`src/hw/rtl/lsbm_pkg.sv`:
```
// Package: shared constants, types and helpers for the LED stimulus blink manager.
package lsbm_pkg;

  localparam int NUM_LEDS    = 4;
  localparam int LED_W       = (NUM_LEDS > 1) ? $clog2(NUM_LEDS) : 1;
  localparam int ASSIGN_REGS = 4;

  localparam int STIM_W     = 7;
  localparam int ACT_W      = 2;
  localparam int ASSIGN_W   = 8;
  localparam int INV_BIT    = 7;
  localparam int PERIOD_W   = 16;
  localparam int CFG_IDX_W  = 3;
  localparam int CFG_DATA_W = 16;
  localparam int OUT_IDX_W  = 2;
  localparam int OUT_ST_W   = 2;

  localparam logic [CFG_IDX_W-1:0] REG_PERIOD   = 3'd4;
  localparam logic [PERIOD_W-1:0]  PERIOD_RESET = 16'd750;

  localparam logic MODE_PUBLISH = 1'b0;
  localparam logic MODE_TICK    = 1'b1;

  localparam logic [ACT_W-1:0] ACT_OFF     = 2'd0;
  localparam logic [ACT_W-1:0] ACT_ON      = 2'd1;
  localparam logic [ACT_W-1:0] ACT_ONESHOT = 2'd2;
  localparam logic [ACT_W-1:0] ACT_BAD     = 2'd3;

  typedef struct packed {
    logic                  en;
    logic [CFG_IDX_W-1:0]  index;
    logic [CFG_DATA_W-1:0] data;
  } cfg_wr_t;

  // Command passed from front to back
  typedef struct packed {
    logic              is_tick;
    logic              parity;
    logic [STIM_W-1:0] stim;
    logic [ACT_W-1:0]  act;
  } cmd_t;

  function automatic logic [OUT_IDX_W-1:0] led_idx_out(input logic [LED_W-1:0] idx);
    logic [LED_W+OUT_IDX_W-1:0] t;
    t = {{OUT_IDX_W{1'b0}}, idx};
    return t[OUT_IDX_W-1:0];
  endfunction

endpackage

```
`src/hw/rtl/lsbm_if.sv`:
```
// Interfaces: input item channel and result channel.
interface lsbm_in_if;
  logic                       valid;
  logic                       ready;
  logic                       mode;
  logic [lsbm_pkg::STIM_W-1:0] stimulus_id;
  logic [lsbm_pkg::ACT_W-1:0]  action;

  modport source (output valid, output mode, output stimulus_id, output action, input ready);
  modport sink   (input valid, input mode, input stimulus_id, input action, output ready);
endinterface

interface lsbm_out_if;
  logic                          valid;
  logic                          ready;
  logic [lsbm_pkg::OUT_IDX_W-1:0] led_index;
  logic [lsbm_pkg::OUT_ST_W-1:0]  led_state;
  logic                          last;

  modport source (output valid, output led_index, output led_state, output last, input ready);
  modport sink   (input valid, input led_index, input led_state, input last, output ready);
endinterface

```
`src/hw/rtl/lsbm_front.sv`:
```
// Front end: accepts items, runs the blink timer, drops no-op items, queues commands.
module lsbm_front (
  input  logic                      clk,
  input  logic                      rst_n,
  input  logic                      in_valid,
  output logic                      in_ready,
  input  logic                      in_mode,
  input  logic [lsbm_pkg::STIM_W-1:0] in_stim,
  input  logic [lsbm_pkg::ACT_W-1:0]  in_act,
  input  lsbm_pkg::cfg_wr_t         cfg,
  output logic                      push_valid,
  input  logic                      push_ready,
  output lsbm_pkg::cmd_t            push_cmd
);
  import lsbm_pkg::*;

  logic [PERIOD_W-1:0] period_r;
  logic [PERIOD_W-1:0] ms_r, ms_nxt;
  logic                started_r, started_nxt;
  logic                parity_r, parity_nxt;
  logic [PERIOD_W:0]   elapsed;
  logic [PERIOD_W-1:0] elapsed_sat;
  logic                step;
  logic                accept;

  assign in_ready = push_ready;
  assign accept   = in_valid && push_ready;

  assign elapsed     = {1'b0, ms_r} + {{PERIOD_W{1'b0}}, 1'b1};
  assign elapsed_sat = elapsed[PERIOD_W] ? {PERIOD_W{1'b1}} : elapsed[PERIOD_W-1:0];
  assign step        = !started_r || (elapsed_sat >= period_r);

  always_comb begin
    ms_nxt      = ms_r;
    started_nxt = started_r;
    parity_nxt  = parity_r;
    if (accept && in_mode == MODE_TICK) begin
      if (step) begin
        ms_nxt      = '0;
        started_nxt = 1'b1;
        parity_nxt  = !parity_r;
      end else begin
        ms_nxt = elapsed_sat;
      end
    end
  end

  always_comb begin
    push_valid = 1'b0;
    if (in_valid) begin
      if (in_mode == MODE_TICK) push_valid = step;
      else                      push_valid = (in_act != ACT_BAD);
    end
    push_cmd.is_tick = (in_mode == MODE_TICK);
    push_cmd.parity  = parity_nxt;
    push_cmd.stim    = in_stim;
    push_cmd.act     = in_act;
  end

  always_ff @(posedge clk) begin
    if (!rst_n) begin
      period_r  <= PERIOD_RESET;
      ms_r      <= '0;
      started_r <= 1'b0;
      parity_r  <= 1'b0;
    end else begin
      if (cfg.en && cfg.index == REG_PERIOD) period_r <= cfg.data[PERIOD_W-1:0];
      ms_r      <= ms_nxt;
      started_r <= started_nxt;
      parity_r  <= parity_nxt;
    end
  end

  a_count_idle: assert property (@(posedge clk) disable iff (!rst_n)
    !started_r |-> ms_r == '0)
    else $error("blink counter moved before first step");

endmodule

```
`src/hw/rtl/lsbm_queue.sv`:
```
// Two-entry command queue between front and back.
module lsbm_queue (
  input  logic           clk,
  input  logic           rst_n,
  input  logic           push_valid,
  output logic           push_ready,
  input  lsbm_pkg::cmd_t push_cmd,
  output logic           pop_valid,
  input  logic           pop_ready,
  output lsbm_pkg::cmd_t pop_cmd
);
  import lsbm_pkg::*;

  cmd_t       mem_r [2];
  logic       wr_ptr_r, rd_ptr_r;
  logic [1:0] cnt_r, cnt_nxt;
  logic       push, pop;

  assign push_ready = (cnt_r != 2'd2);
  assign pop_valid  = (cnt_r != 2'd0);
  assign pop_cmd    = mem_r[rd_ptr_r];
  assign push       = push_valid && push_ready;
  assign pop        = pop_valid && pop_ready;

  always_comb begin
    cnt_nxt = cnt_r;
    if (push && !pop)      cnt_nxt = cnt_r + 2'd1;
    else if (!push && pop) cnt_nxt = cnt_r - 2'd1;
  end

  always_ff @(posedge clk) begin
    if (push) mem_r[wr_ptr_r] <= push_cmd;
  end

  always_ff @(posedge clk) begin
    if (!rst_n) begin
      wr_ptr_r <= 1'b0;
      rd_ptr_r <= 1'b0;
      cnt_r    <= 2'd0;
    end else begin
      if (push) wr_ptr_r <= !wr_ptr_r;
      if (pop)  rd_ptr_r <= !rd_ptr_r;
      cnt_r <= cnt_nxt;
    end
  end

  a_cnt_range: assert property (@(posedge clk) disable iff (!rst_n)
    cnt_r != 2'd3)
    else $error("queue count out of range");

endmodule

```
`src/hw/rtl/lsbm_back.sv`:
```
// Back end: applies a command to all LEDs, then reports changed LEDs one per cycle while the output is not stalled.
module lsbm_back (
  input  logic                             clk,
  input  logic                             rst_n,
  input  lsbm_pkg::cfg_wr_t                cfg,
  input  logic                             pop_valid,
  output logic                             pop_ready,
  input  lsbm_pkg::cmd_t                   pop_cmd,
  output logic                             out_valid,
  input  logic                             out_ready,
  output logic [lsbm_pkg::OUT_IDX_W-1:0]   out_led_index,
  output logic [lsbm_pkg::OUT_ST_W-1:0]    out_led_state,
  output logic                             out_last
);
  import lsbm_pkg::*;

  logic [ASSIGN_W-1:0] assign_r [NUM_LEDS];
  logic [ACT_W-1:0]    drive_r  [NUM_LEDS];
  logic [ACT_W-1:0]    pend_r   [NUM_LEDS];
  logic [ACT_W-1:0]    drive_nxt [NUM_LEDS];
  logic [ACT_W-1:0]    pend_nxt  [NUM_LEDS];
  logic [NUM_LEDS-1:0] chg;
  logic [NUM_LEDS-1:0] mask_r, mask_nxt;
  logic [LED_W-1:0]    sel;
  logic                pop, emit_go, last_nxt;

  logic                 out_valid_r;
  logic [LED_W-1:0]     out_idx_r;
  logic [ACT_W-1:0]     out_state_r;
  logic                 out_last_r;

  assign pop_ready = (mask_r == '0);
  assign pop       = pop_valid && pop_ready;
  assign emit_go   = (mask_r != '0) && (!out_valid_r || out_ready);

  // Per-LED update for the command at the head of the queue
  always_comb begin
    logic [ACT_W-1:0] d;
    d = ACT_OFF;
    for (int i = 0; i < NUM_LEDS; i++) begin
      drive_nxt[i] = drive_r[i];
      pend_nxt[i]  = pend_r[i];
      chg[i]       = 1'b0;
      if (!pop_cmd.is_tick) begin
        if (assign_r[i][STIM_W-1:0] == pop_cmd.stim) begin
          pend_nxt[i] = pop_cmd.act;
          if (pop_cmd.act != ACT_ONESHOT) begin
            d = {1'b0, pop_cmd.act[0] ^ assign_r[i][INV_BIT]};
            if (d != drive_r[i]) begin
              drive_nxt[i] = d;
              chg[i]       = 1'b1;
            end
          end
        end
      end else if (pop_cmd.parity) begin
        // odd step: pending one-shot lights, reported even if already lit
        if (pend_r[i] == ACT_ONESHOT) begin
          drive_nxt[i] = ACT_ONESHOT;
          pend_nxt[i]  = ACT_OFF;
          chg[i]       = 1'b1;
        end
      end else if (drive_r[i] == ACT_ONESHOT) begin
        drive_nxt[i] = ACT_OFF;
        chg[i]       = 1'b1;
      end
    end
  end

  // Lowest pending LED goes out first
  always_comb begin
    sel = '0;
    for (int i = NUM_LEDS - 1; i >= 0; i--) begin
      if (mask_r[i]) sel = LED_W'(i);
    end
    mask_nxt = mask_r;
    mask_nxt[sel] = 1'b0;
    last_nxt = (mask_nxt == '0);
  end

  always_ff @(posedge clk) begin
    if (!rst_n) begin
      for (int i = 0; i < NUM_LEDS; i++) begin
        assign_r[i] <= '0;
        drive_r[i]  <= ACT_OFF;
        pend_r[i]   <= ACT_OFF;
      end
      mask_r      <= '0;
      out_valid_r <= 1'b0;
    end else begin
      for (int i = 0; i < NUM_LEDS && i < ASSIGN_REGS; i++) begin
        if (cfg.en && cfg.index == CFG_IDX_W'(i)) assign_r[i] <= cfg.data[ASSIGN_W-1:0];
      end
      if (pop) begin
        for (int i = 0; i < NUM_LEDS; i++) begin
          drive_r[i] <= drive_nxt[i];
          pend_r[i]  <= pend_nxt[i];
        end
        mask_r <= chg;
      end else if (emit_go) begin
        mask_r <= mask_nxt;
      end
      if (emit_go)        out_valid_r <= 1'b1;
      else if (out_ready) out_valid_r <= 1'b0;
    end
  end

  always_ff @(posedge clk) begin
    if (emit_go) begin
      out_idx_r   <= sel;
      out_state_r <= drive_r[sel];
      out_last_r  <= last_nxt;
    end
  end

  assign out_valid     = out_valid_r;
  assign out_led_index = led_idx_out(out_idx_r);
  assign out_led_state = out_state_r;
  assign out_last      = out_last_r;

  for (genvar g = 0; g < NUM_LEDS; g++) begin : g_chk
    a_codes: assert property (@(posedge clk) disable iff (!rst_n)
      drive_r[g] != ACT_BAD && pend_r[g] != ACT_BAD)
      else $error("LED state holds undefined code");
  end

  a_more_after: assert property (@(posedge clk) disable iff (!rst_n)
    emit_go && !last_nxt |=> mask_r != '0 && out_valid_r && !out_last_r)
    else $error("item ended before its last result");

  a_last_drains: assert property (@(posedge clk) disable iff (!rst_n)
    emit_go && last_nxt |=> mask_r == '0 || $past(pop))
    else $error("results left after last");

endmodule

```
`src/hw/rtl/led_stimulus_blink_manager.sv`:
```
// Top level: LED stimulus blink manager, front end, command queue and back end.
// An item's first result passes through the queue entry, the back-end change mask and the output register.
// Throughput: the front takes one item per cycle while the 2-entry queue has room; the
//   back takes a new command only after reporting every changed LED (up to NUM_LEDS) of the last.
// Idle ticks and undefined actions cause no result and finish in the front.
// Reset (rst_n low, synchronous) clears all LED, timer and queue state; period is 750.
module led_stimulus_blink_manager (
  input  logic                              clk,
  input  logic                              rst_n,
  lsbm_in_if.sink                           in_ch,
  lsbm_out_if.source                        out_ch,
  input  logic                              cfg_we,
  input  logic [lsbm_pkg::CFG_IDX_W-1:0]    cfg_index,
  input  logic [lsbm_pkg::CFG_DATA_W-1:0]   cfg_wdata
);
  import lsbm_pkg::*;

  cfg_wr_t cfg;
  logic    push_valid, push_ready, pop_valid, pop_ready;
  cmd_t    push_cmd, pop_cmd;

  assign cfg.en    = cfg_we;
  assign cfg.index = cfg_index;
  assign cfg.data  = cfg_wdata;

  lsbm_front u_front (
    .clk        (clk),
    .rst_n      (rst_n),
    .in_valid   (in_ch.valid),
    .in_ready   (in_ch.ready),
    .in_mode    (in_ch.mode),
    .in_stim    (in_ch.stimulus_id),
    .in_act     (in_ch.action),
    .cfg        (cfg),
    .push_valid (push_valid),
    .push_ready (push_ready),
    .push_cmd   (push_cmd)
  );

  lsbm_queue u_queue (
    .clk        (clk),
    .rst_n      (rst_n),
    .push_valid (push_valid),
    .push_ready (push_ready),
    .push_cmd   (push_cmd),
    .pop_valid  (pop_valid),
    .pop_ready  (pop_ready),
    .pop_cmd    (pop_cmd)
  );

  lsbm_back u_back (
    .clk           (clk),
    .rst_n         (rst_n),
    .cfg           (cfg),
    .pop_valid     (pop_valid),
    .pop_ready     (pop_ready),
    .pop_cmd       (pop_cmd),
    .out_valid     (out_ch.valid),
    .out_ready     (out_ch.ready),
    .out_led_index (out_ch.led_index),
    .out_led_state (out_ch.led_state),
    .out_last      (out_ch.last)
  );

endmodule
```
`src/flat_wrapper.sv`:
```
// flat-port wrapper written by rule: the top's interface ports become plain ports
module led_stimulus_blink_manager_flat import lsbm_pkg::*;
  (clk, rst_n, cfg_we, cfg_index, cfg_wdata, in_ch_valid, in_ch_mode, in_ch_stimulus_id, in_ch_action, in_ch_ready, out_ch_valid, out_ch_led_index, out_ch_led_state, out_ch_last, out_ch_ready);
  lsbm_in_if in_ch_i ();
  lsbm_out_if out_ch_i ();
  input  logic clk;
  input  logic rst_n;
  input  logic cfg_we;
  input  logic [lsbm_pkg::CFG_IDX_W-1:0] cfg_index;
  input  logic [lsbm_pkg::CFG_DATA_W-1:0] cfg_wdata;
  input wire logic [$bits(in_ch_i.valid)-1:0] in_ch_valid;
  input wire logic [$bits(in_ch_i.mode)-1:0] in_ch_mode;
  input wire logic [$bits(in_ch_i.stimulus_id)-1:0] in_ch_stimulus_id;
  input wire logic [$bits(in_ch_i.action)-1:0] in_ch_action;
  output wire logic [$bits(in_ch_i.ready)-1:0] in_ch_ready;
  output wire logic [$bits(out_ch_i.valid)-1:0] out_ch_valid;
  output wire logic [$bits(out_ch_i.led_index)-1:0] out_ch_led_index;
  output wire logic [$bits(out_ch_i.led_state)-1:0] out_ch_led_state;
  output wire logic [$bits(out_ch_i.last)-1:0] out_ch_last;
  input wire logic [$bits(out_ch_i.ready)-1:0] out_ch_ready;
  assign in_ch_i.valid = in_ch_valid;
  assign in_ch_i.mode = in_ch_mode;
  assign in_ch_i.stimulus_id = in_ch_stimulus_id;
  assign in_ch_i.action = in_ch_action;
  assign in_ch_ready = in_ch_i.ready;
  assign out_ch_valid = out_ch_i.valid;
  assign out_ch_led_index = out_ch_i.led_index;
  assign out_ch_led_state = out_ch_i.led_state;
  assign out_ch_last = out_ch_i.last;
  assign out_ch_i.ready = out_ch_ready;
  led_stimulus_blink_manager u_core (.clk(clk), .rst_n(rst_n), .in_ch(in_ch_i), .out_ch(out_ch_i), .cfg_we(cfg_we), .cfg_index(cfg_index), .cfg_wdata(cfg_wdata));
endmodule
```
`config.mk`:
```
export PLATFORM = sky130hd
export DESIGN_NAME = led_stimulus_blink_manager_flat
export DESIGN_NICKNAME = d
export VERILOG_FILES = /design/src/hw/rtl/lsbm_pkg.sv /design/src/hw/rtl/lsbm_if.sv /design/src/hw/rtl/lsbm_front.sv /design/src/hw/rtl/lsbm_queue.sv /design/src/hw/rtl/lsbm_back.sv /design/src/hw/rtl/led_stimulus_blink_manager.sv /design/src/flat_wrapper.sv
export SDC_FILE = /design/constraint.sdc
export NUM_CORES = 1
export LEC_CHECK = 0
export ABC_AREA = 1
export BUFFER_PORTS_ARGS = -buffer_cell sky130_fd_sc_hd__buf_2
export CORE_MARGIN = 2
export CORE_UTILIZATION = 55
export DETAILED_ROUTE_END_ITERATION = 6
export PLACE_DENSITY_LB_ADDON = 0.12
export SYNTH_ARGS = -nofsm -noshare
export SYNTH_HDL_FRONTEND = slang
export SYNTH_SLANG_ARGS = --single-unit
```
`constraint.sdc`:
```
create_clock -name clk -period 6.3 [get_ports clk]
set_input_delay 0.315 -clock clk [delete_from_list [all_inputs] [get_ports clk]]
set_output_delay 0.315 -clock clk [all_outputs]
set_load 0.02 [all_outputs]
```
==> metrics.log, run 1 <==
[metrics] final net count: 801
[metrics] worst flop-to-flop path startpoint: u_core.u_front.ms_r[0]$_SDFFE_PN0P_
[metrics] Sinks on Clock Net: between 100 and 150
[metrics] instance count along the most critical hold path: 1
[metrics] number of detailed-route iterations in the first pass: 5
[metrics] startpoint types: flop
[metrics] VDD IR max: 0.000223 V
[metrics] cell taking the most area after synthesis: edfxtp_1
[metrics] area grow syn2layout: 14.4%
[metrics] total power: 2.61 mW
[metrics] Max Cap Viol: 0
[metrics] post-detail-place hpwl: 10200 um
[metrics] ys flop type: edfxtp_1
[metrics] fraction of layout cells with a size suffix above 1: 0.129
[metrics] Gate Count Post-Synth: 695
[metrics] routability-driven placement congestion ratio: 0.916
[metrics] setup slack of the critical path after layout: approximately 2.1 ns
[metrics] final routed DRC violation total: 0
[metrics] Std-Cell Core Area: 0.0108 mm^2
[metrics] number of buffers inserted by hold repair at cts: 7
[metrics] register-to-register path setup slack: 2.14 ns
[metrics] row count: 38
[metrics] antenna violations before repair: 0
[metrics] maximum number of pins on one net before global-route repair: 35
[metrics] DRC marker count from the first detailed-route iteration: 334
[metrics] CP Launch Point: u_core.u_front.ms_r[0]$_SDFFE_PN0P_
[metrics] final clock skew: 0.00584 ns
[metrics] Placed Cells: ~860
[metrics] Post-CTS Setup Bufs: 0
[metrics] worst path arrival time: 4.28 ns
[metrics] vias in the first global route: approximately 4700
[metrics] final instance count without filler cells: 902
[metrics] part of the Yosys area used for sequential elements: 0.512
[metrics] nets in the synthesized netlist: 747
[metrics] number of cells traversed by the worst register-to-register path: 16
[metrics] average footprint of a synthesized cell: roughly 8.8 um^2
[metrics] Slew Limit Headroom: 0.288
[metrics] multi-input logic area: roughly 0.0026 mm^2
[metrics] wire length of the first global-routing pass: roughly 23000 um
[metrics] total global routing track utilization: 0.250
[metrics] buffers from clock root to sink, at most: 2
[metrics] maximum level of the CTS H-tree: 4
[metrics] post-route clock period utilization: 0.660
[metrics] number of primary I/O pins: 41
[metrics] result of the run: finished, final reports clean
[metrics] Worst Setup End Kind: flop
[metrics] dominant cells by area after synthesis: edfxtp_1, dfxtp_1, nand2_1, inv_1, nor2_1
[metrics] clock latency on the worst-skew pair: 0.51 ns
[metrics] total global routing overflow: 0
[metrics] x dimension of the die: 110 um
[metrics] worst min-delay path startpoint: in_ch_mode
[metrics] commonest cells in the synthesized netlist: nand2_1, inv_1, edfxtp_1, nor2_1, dfxtp_1
[metrics] clock slew at the register clock pins of the worst setup and hold paths: 0.05 ns
[metrics] Antenna Violating Nets Remaining: 0
[metrics] total inserted antenna cells: 0
[metrics] die height: between 100 and 150 um
[metrics] final routed wirelength across all metal layers: 13500 um
[metrics] clock root buffer master: clkbuf_8
[metrics] number of input and output port buffers inserted: 40
[metrics] Non-Filler Cell Area, Final: roughly 0.0070 mm^2
[metrics] Async SR Flop Fraction: 0
[metrics] most numerous cell in the Yosys netlist: nand2_1
[metrics] vias after detailed routing: 4841
[metrics] type of the worst min-delay path: input pin to flop
[metrics] Yosys cell types: 45
[metrics] unrepaired setup endpoints after global routing: no
[metrics] Die Area: 0.0120 mm^2
[metrics] crit path kind: flop to flop
[metrics] count of synthesis-stage warnings from yosys: 0
[metrics] vias per std cell: 5.37
[metrics] Finish-stage setup viols: 0
[metrics] starting density of the core: 0.565
[metrics] summed instance area of the synthesized netlist: 0.00612 mm^2
[metrics] Worst Path Required: between 6 and 7 ns
[metrics] final routed wire length divided by cell count: 14.9 um
[metrics] total clock buffers created by CTS: 17
[metrics] CTS-repair resized insts: 0
[metrics] minimum clock period: 4.16 ns
[metrics] critical-path maximum fanout: 16
[metrics] Pleak: between 3 and 4 nW
[metrics] setup_tns: 0 ns
[metrics] Worst Tran Pin Value: between 1 and 1.5 ns
[metrics] Power per Cell Area: 372 mW/mm^2
[metrics] Fill cells: 909
[metrics] placed cell area: 0.00641 mm^2
[metrics] clock tree from TritonCTS: yes
[metrics] fmax: 0.241 GHz
[metrics] final count of hold timing violations: 0
[metrics] number of flops mapped to enable cells by yosys: 75
[metrics] post-placement worst setup slack: 2.17 ns
[metrics] top-area cell type share of the netlist area: 0.368
[metrics] number of register bits inferred by synthesis: 119
[metrics] Pins Over Slew Limit: 0
[metrics] Sequential Area: between 0.003 and 0.004 mm^2
-- per-layer routing --
layer,GRT usage,up-vias,share of wire
li1,-,2409,-
met2,0.430,119,0.51
met3,0.0587,27,0.039
met1,0.300,2286,0.42
met5,0,-,0
met4,0.105,0,0.026
-- where the power goes --
| part | switching [mW] | internal (mW) | leakage, nW |
|---|---|---|---|
| clock network | 0.314 | 0.528 | 0.252 |
| registers | 0.0683 | 0.987 | 1.08 |
| logic | 0.489 | 0.221 | 1.69 |
-- worst max-delay path: stages, from the launching register on --
cell and delay [ns]:
dfxtp_1 0.42, ha_1 0.25, nand3_2 0.12, nor3_4 0.22, nand2_2 0.11, nor2_4 0.15, nand3_4 0.26, o21ai_0 0.22
ha_1 0.18, nand2_1 0.05, inv_1 0.07, nand3_1 0.07, nor3_1 0.32, nand2_1 0.12, nand4_1 0.18, nand2_1 0.16
a21oi_1 0.85
-- kinds of logic after synthesis --
family | synth area share
compound gates | 0.0930
xor+xnor | 0.0529
fa+ha+maj | 0.0368
buf+inv | 0.0695
flops | 0.512
mux | 0.00164
simple gates | 0.234
-- final cells by class --
cell class / count / area share
multi-input cells: 473 / 0.366
flip-flops and latches: 119 / 0.447
inverters: 90 / 0.0482
repair buffers: 48 / 0.0400
clock inverters: 6 / 0.00768
well taps: 140 / 0.0250
clock buffers: 26 / 0.0654
-- placed cells by master, fill, tap and decap left out, types with 9 or more instances in the layout --
master	n
o21ai_0	29
nor3_1	15
nor2_1	75
inv_1	85
nand4_1	9
dfxtp_1	44
o211ai_1	10
xnor2_1	19
xor2_1	18
edfxtp_1	75
buf_2	40
nand3_1	33
a21oi_1	43
ha_1	18
clkbuf_16	16
nand2_1	158
-- state kept, by name, indices dropped and copies added, names as in the netlist, 2 cells and up, named ones only --
register	cells
u_core.u_back.assign_r	32
u_core.u_queue.mem_r	22
u_core.u_front.ms_r	16
u_core.u_front.period_r	16
u_core.u_back.drive_r	8
u_core.u_back.pend_r	8
u_core.u_back.mask_r	4
u_core.u_back.out_led_index	2
u_core.u_back.out_led_state	2
u_core.u_queue.cnt_r	2
-- stage by stage --
stage                     hold slack, ns  utilization
after CTS                        0.00512        0.645
after floorplan                    0.414            -
final                             0.0287        0.646
after global placement             0.456        0.591
after global routing             0.00663        0.646
after detailed placement           0.457        0.591
-- final timing paths --
path / endpoint
max: u_core.u_queue.mem_r[0][7]$_DFFE_PP_
min: u_core.u_queue.mem_r[0][10]$_DFFE_PP_
max reg2reg: u_core.u_queue.mem_r[0][7]$_DFFE_PP_
min reg2reg: u_core.u_front.period_r[14]$_SDFFE_PN0P_
No activity file was read; power rests on OpenSTA's default activity.
==> inputs of run 2 (changes only) <==
--- a/config.mk
+++ b/config.mk
@@ -5,7 +5,7 @@
 export SDC_FILE = /design/constraint.sdc
 export NUM_CORES = 1
 export LEC_CHECK = 0
-export ABC_AREA = 1
+export ABC_AREA = 0
 export BUFFER_PORTS_ARGS = -buffer_cell sky130_fd_sc_hd__buf_2
 export CORE_MARGIN = 2
 export CORE_UTILIZATION = 55
==> constraint.sdc (replaced) <==
create_clock -name clk -period 4.3 [get_ports clk]
set_input_delay 0.215 -clock clk [delete_from_list [all_inputs] [get_ports clk]]
set_output_delay 0.215 -clock clk [all_outputs]
set_load 0.02 [all_outputs]
==> metrics.log, run 2 <==
[metrics] most common cell after layout, fill and taps aside: edfxtp_1
[metrics] XOR/XNOR share of the synthesized area: 0.0713
[metrics] DRC marker count from the first detailed-route iteration: between 300 and 400
[metrics] number of register bits inferred by synthesis: 119
[metrics] largest register by flop count: u_core.u_back.assign_r
[metrics] final routed wirelength across all metal layers: around 14000 um
[metrics] final net count: between 600 and 700
[metrics] top-area cell type share of the netlist area: 0.374
[metrics] number of flops mapped to enable cells by yosys: 75
[metrics] Yosys cell types: 61
[metrics] Final Util: 0.670
[metrics] Worst Tran Pin Value: 1.09 ns
[metrics] Antenna Violating Nets Remaining: 0
[metrics] total inserted antenna cells: 0
[metrics] clock latency on the worst-skew pair: 0.51 ns
[metrics] total global routing overflow: 0
[metrics] final routed wire length divided by cell count: ~17 um
[metrics] Pleak: 2.82 nW
[metrics] vias per std cell: ~5.7
[metrics] Worst Path Required: roughly 4.7 ns
[metrics] share of synthesized cell area in and, or, nand and nor gates: 0.182
[metrics] Sinks on Clock Net: 119
[metrics] combinational family with the most area after synthesis: simple AND/OR/NAND/NOR gates
[metrics] Die Area: 0.0118 mm^2
[metrics] final routed DRC violation total: 0
[metrics] crit path kind: flop to flop
[metrics] minimum clock period: 3.94 ns
[metrics] clock tree from TritonCTS: yes
[metrics] Worst Setup End Kind: flop
[metrics] Post-CTS Setup Bufs: 0
[metrics] number of primary I/O pins: just over 40
[metrics] Placed Cells: 742
[metrics] buffers from clock root to sink, at most: 2
[metrics] summed instance area of the synthesized netlist: 0.00602 mm^2
[metrics] maximum level of the CTS H-tree: 4
[metrics] routability-driven placement congestion ratio: roughly 0.9
[metrics] final instance count without filler cells: 796
[metrics] Gate Count Post-Synth: 570
[metrics] fmax: approximately 0.25 GHz
[metrics] max reg flops: 32
[metrics] antenna violations before repair: 0
[metrics] type of the worst min-delay path: input pin to flop
[metrics] nets in the synthesized netlist: 622
[metrics] leading cell types in the layout, fill and taps excluded: edfxtp_1, nand2_1, dfxtp_1
[metrics] slowest CP cell: nor4b_2
[metrics] Critical Path Max Stage Delay: around 0.4 ns
[metrics] part of the Yosys area used for sequential elements: 0.520
[metrics] wire length of the first global-routing pass: 21900 um
[metrics] mux contribution to synthesized area: 0.0357
[metrics] starting density of the core: 0.560
[metrics] Power per Cell Area: 483 mW/mm^2
[metrics] Slew Limit Headroom: 0.263
[metrics] dominant cells by area after synthesis: edfxtp_1, dfxtp_1, xnor2_1, ha_1, and2_1
[metrics] vias after detailed routing: 4523
[metrics] total clock buffers created by CTS: 17
[metrics] post-route clock period utilization: 0.916
[metrics] area grow syn2layout: 19.6%
[metrics] area fraction in compound gates after synthesis: 0.119
[metrics] biggest regs: u_core.u_back.assign_r x32, u_core.u_queue.mem_r x22
[metrics] clock root buffer master: clkbuf_8
[metrics] startpoint types: flop
[metrics] commonest cells in the synthesized netlist: edfxtp_1, nand2_1, dfxtp_1
[metrics] final clock skew: 0.00634 ns
[metrics] total global routing track utilization: 0.249
[metrics] number of detailed-route iterations in the first pass: 6
[metrics] VDD IR max: 0.000289 V
[metrics] maximum number of pins on one net before global-route repair: 29
[metrics] most numerous cell in the Yosys netlist: edfxtp_1
[metrics] count of synthesis-stage warnings from yosys: 0
[metrics] cell taking the most area after synthesis: edfxtp_1
[metrics] x dimension of the die: 109 um
[metrics] worst path cell trace: ha_1 -> nand3_1 -> nor4b_2 -> nand3_2 -> buf_4 -> nand2b_1 -> ha_1 -> a31oi_1 -> nor2b_1 -> o21ai_0 -> a31oi_1 -> or2_2 -> ha_1 -> or3_1 -> a21oi_1
[metrics] result of the run: finished, final reports clean
[metrics] Fill cells: roughly 850
[metrics] vias in the first global route: about 4300
[metrics] average footprint of a synthesized cell: 10.6 um^2
[metrics] cell with the most instances on the worst path: ha_1
[metrics] clock slew at the register clock pins of the worst setup and hold paths: about 0.06 ns
[metrics] Pins Over Slew Limit: 0
[metrics] Max Cap Viol: 0
[metrics] die height: 109 um
[metrics] ys flop type: edfxtp_1
[metrics] cell family with most CP delay: simple AND/OR/NAND/NOR gates
[metrics] fraction of layout cells with a size suffix above 1: 0.160
[metrics] Std-Cell Core Area: 0.0107 mm^2
[metrics] worst path arrival time: 4.38 ns
[metrics] final count of hold timing violations: 0
[metrics] Finish-stage setup viols: 0
[metrics] unrepaired setup endpoints after global routing: no
[metrics] setup_tns: 0 ns
[metrics] Async SR Flop Fraction: 0
[metrics] number of input and output port buffers inserted: 40
[metrics] Post-Synth Adder-Cell Area: 0.0391
[metrics] critical-path maximum fanout: 13
[metrics] post-detail-place hpwl: 9520 um
[metrics] row count: 38
[metrics] total buffers and inverters traversed by the critical path: 1
[run 2: final cells by class]
class | count | area (um^2) | share of cell area
sequential | 119 | 3130 | 0.435
multi-input combinational | 408 | 2700 | 0.375
timing repair buffer | 74 | 510 | 0.0709
clock buffer | 18 | 418 | 0.0580
clock inverter | 14 | 181 | 0.0252
tap | 140 | 175 | 0.0243
inverter | 23 | 86.3 | 0.0120
[run 2: routing by layer]
metal | vias to the layer above | global-route usage | part of all wire
met3 | 20 | 0.0490 | 0.047
met2 | 132 | 0.400 | 0.49
met5 | - | 0 | 0
li1 | 2194 | - | -
met4 | 0 | 0.0934 | 0.017
met1 | 2177 | 0.335 | 0.45
[run 2: path summary, 6_finish.rpt]
check                                           start                                       end  slack, ns  depth (start not counted)
min reg2reg  u_core.u_front.period_r[11]$_SDFFE_PN0P_  u_core.u_front.period_r[11]$_SDFFE_PN0P_       0.46                          2
min                                      cfg_wdata[2]   u_core.u_front.period_r[2]$_SDFFE_PN1P_       0.02                          3
max reg2reg       u_core.u_front.ms_r[0]$_SDFFE_PN0P_      u_core.u_queue.cnt_r[1]$_SDFFE_PN0P_       0.36                         15
max               u_core.u_front.ms_r[0]$_SDFFE_PN0P_      u_core.u_queue.cnt_r[1]$_SDFFE_PN0P_       0.36                         15
[run 2: logic make-up after synthesis]
group,Yosys count
AOI/OAI and AO/OA,116
xor gates and xnor gates,49
adders and majority gates,19
buffers and inverters,43
DFF,119
muxes,15
and+or+nand+nor,209
[run 2: timing repair]
| item | CTS | global route |
|---|---|---|
| hold buffers | 22 | 0 |
| gates resized for setup | 0 | 2 |
| setup endpoints to repair | 0 | 12 |
| hold endpoints to repair | 32 | 0 |
[run 2: where the power goes]
part	switching, mW	total, mW	internal [mW]
sequential	0.0602	1.40	1.34
combinational	0.386	0.650	0.264
clock	0.496	1.43	0.934
total	0.943	3.48	2.53
[run 2: through the flow]
| stage | area [um^2] | total power, mW | hold WS [ns] | setup WS, ns |
|---|---|---|---|---|
| finish | 7200 | 3.48 | 0.0172 | 0.360 |
| global route | 7200 | 3.62 | 0.0294 | 0.0338 |
| CTS | 7200 | 3.49 | 0.00297 | 0.157 |
| detailed placement | 6380 | 2.04 | 0.409 | 0.195 |
| global placement | 6380 | 2.03 | 0.406 | 0.368 |
| floorplan | 6020 | 1.90 | 0.314 | 0.512 |
[run 2: worst reg2reg max path: cells and delay by family, from the launching register on]
family	cells	cell delay, ns
and+or+nand+nor	7	1.78
DFF	1	0.37
AOI/OAI and AO/OA	4	0.64
buffers and inverters	1	0.27
adders and majority gates	3	0.81
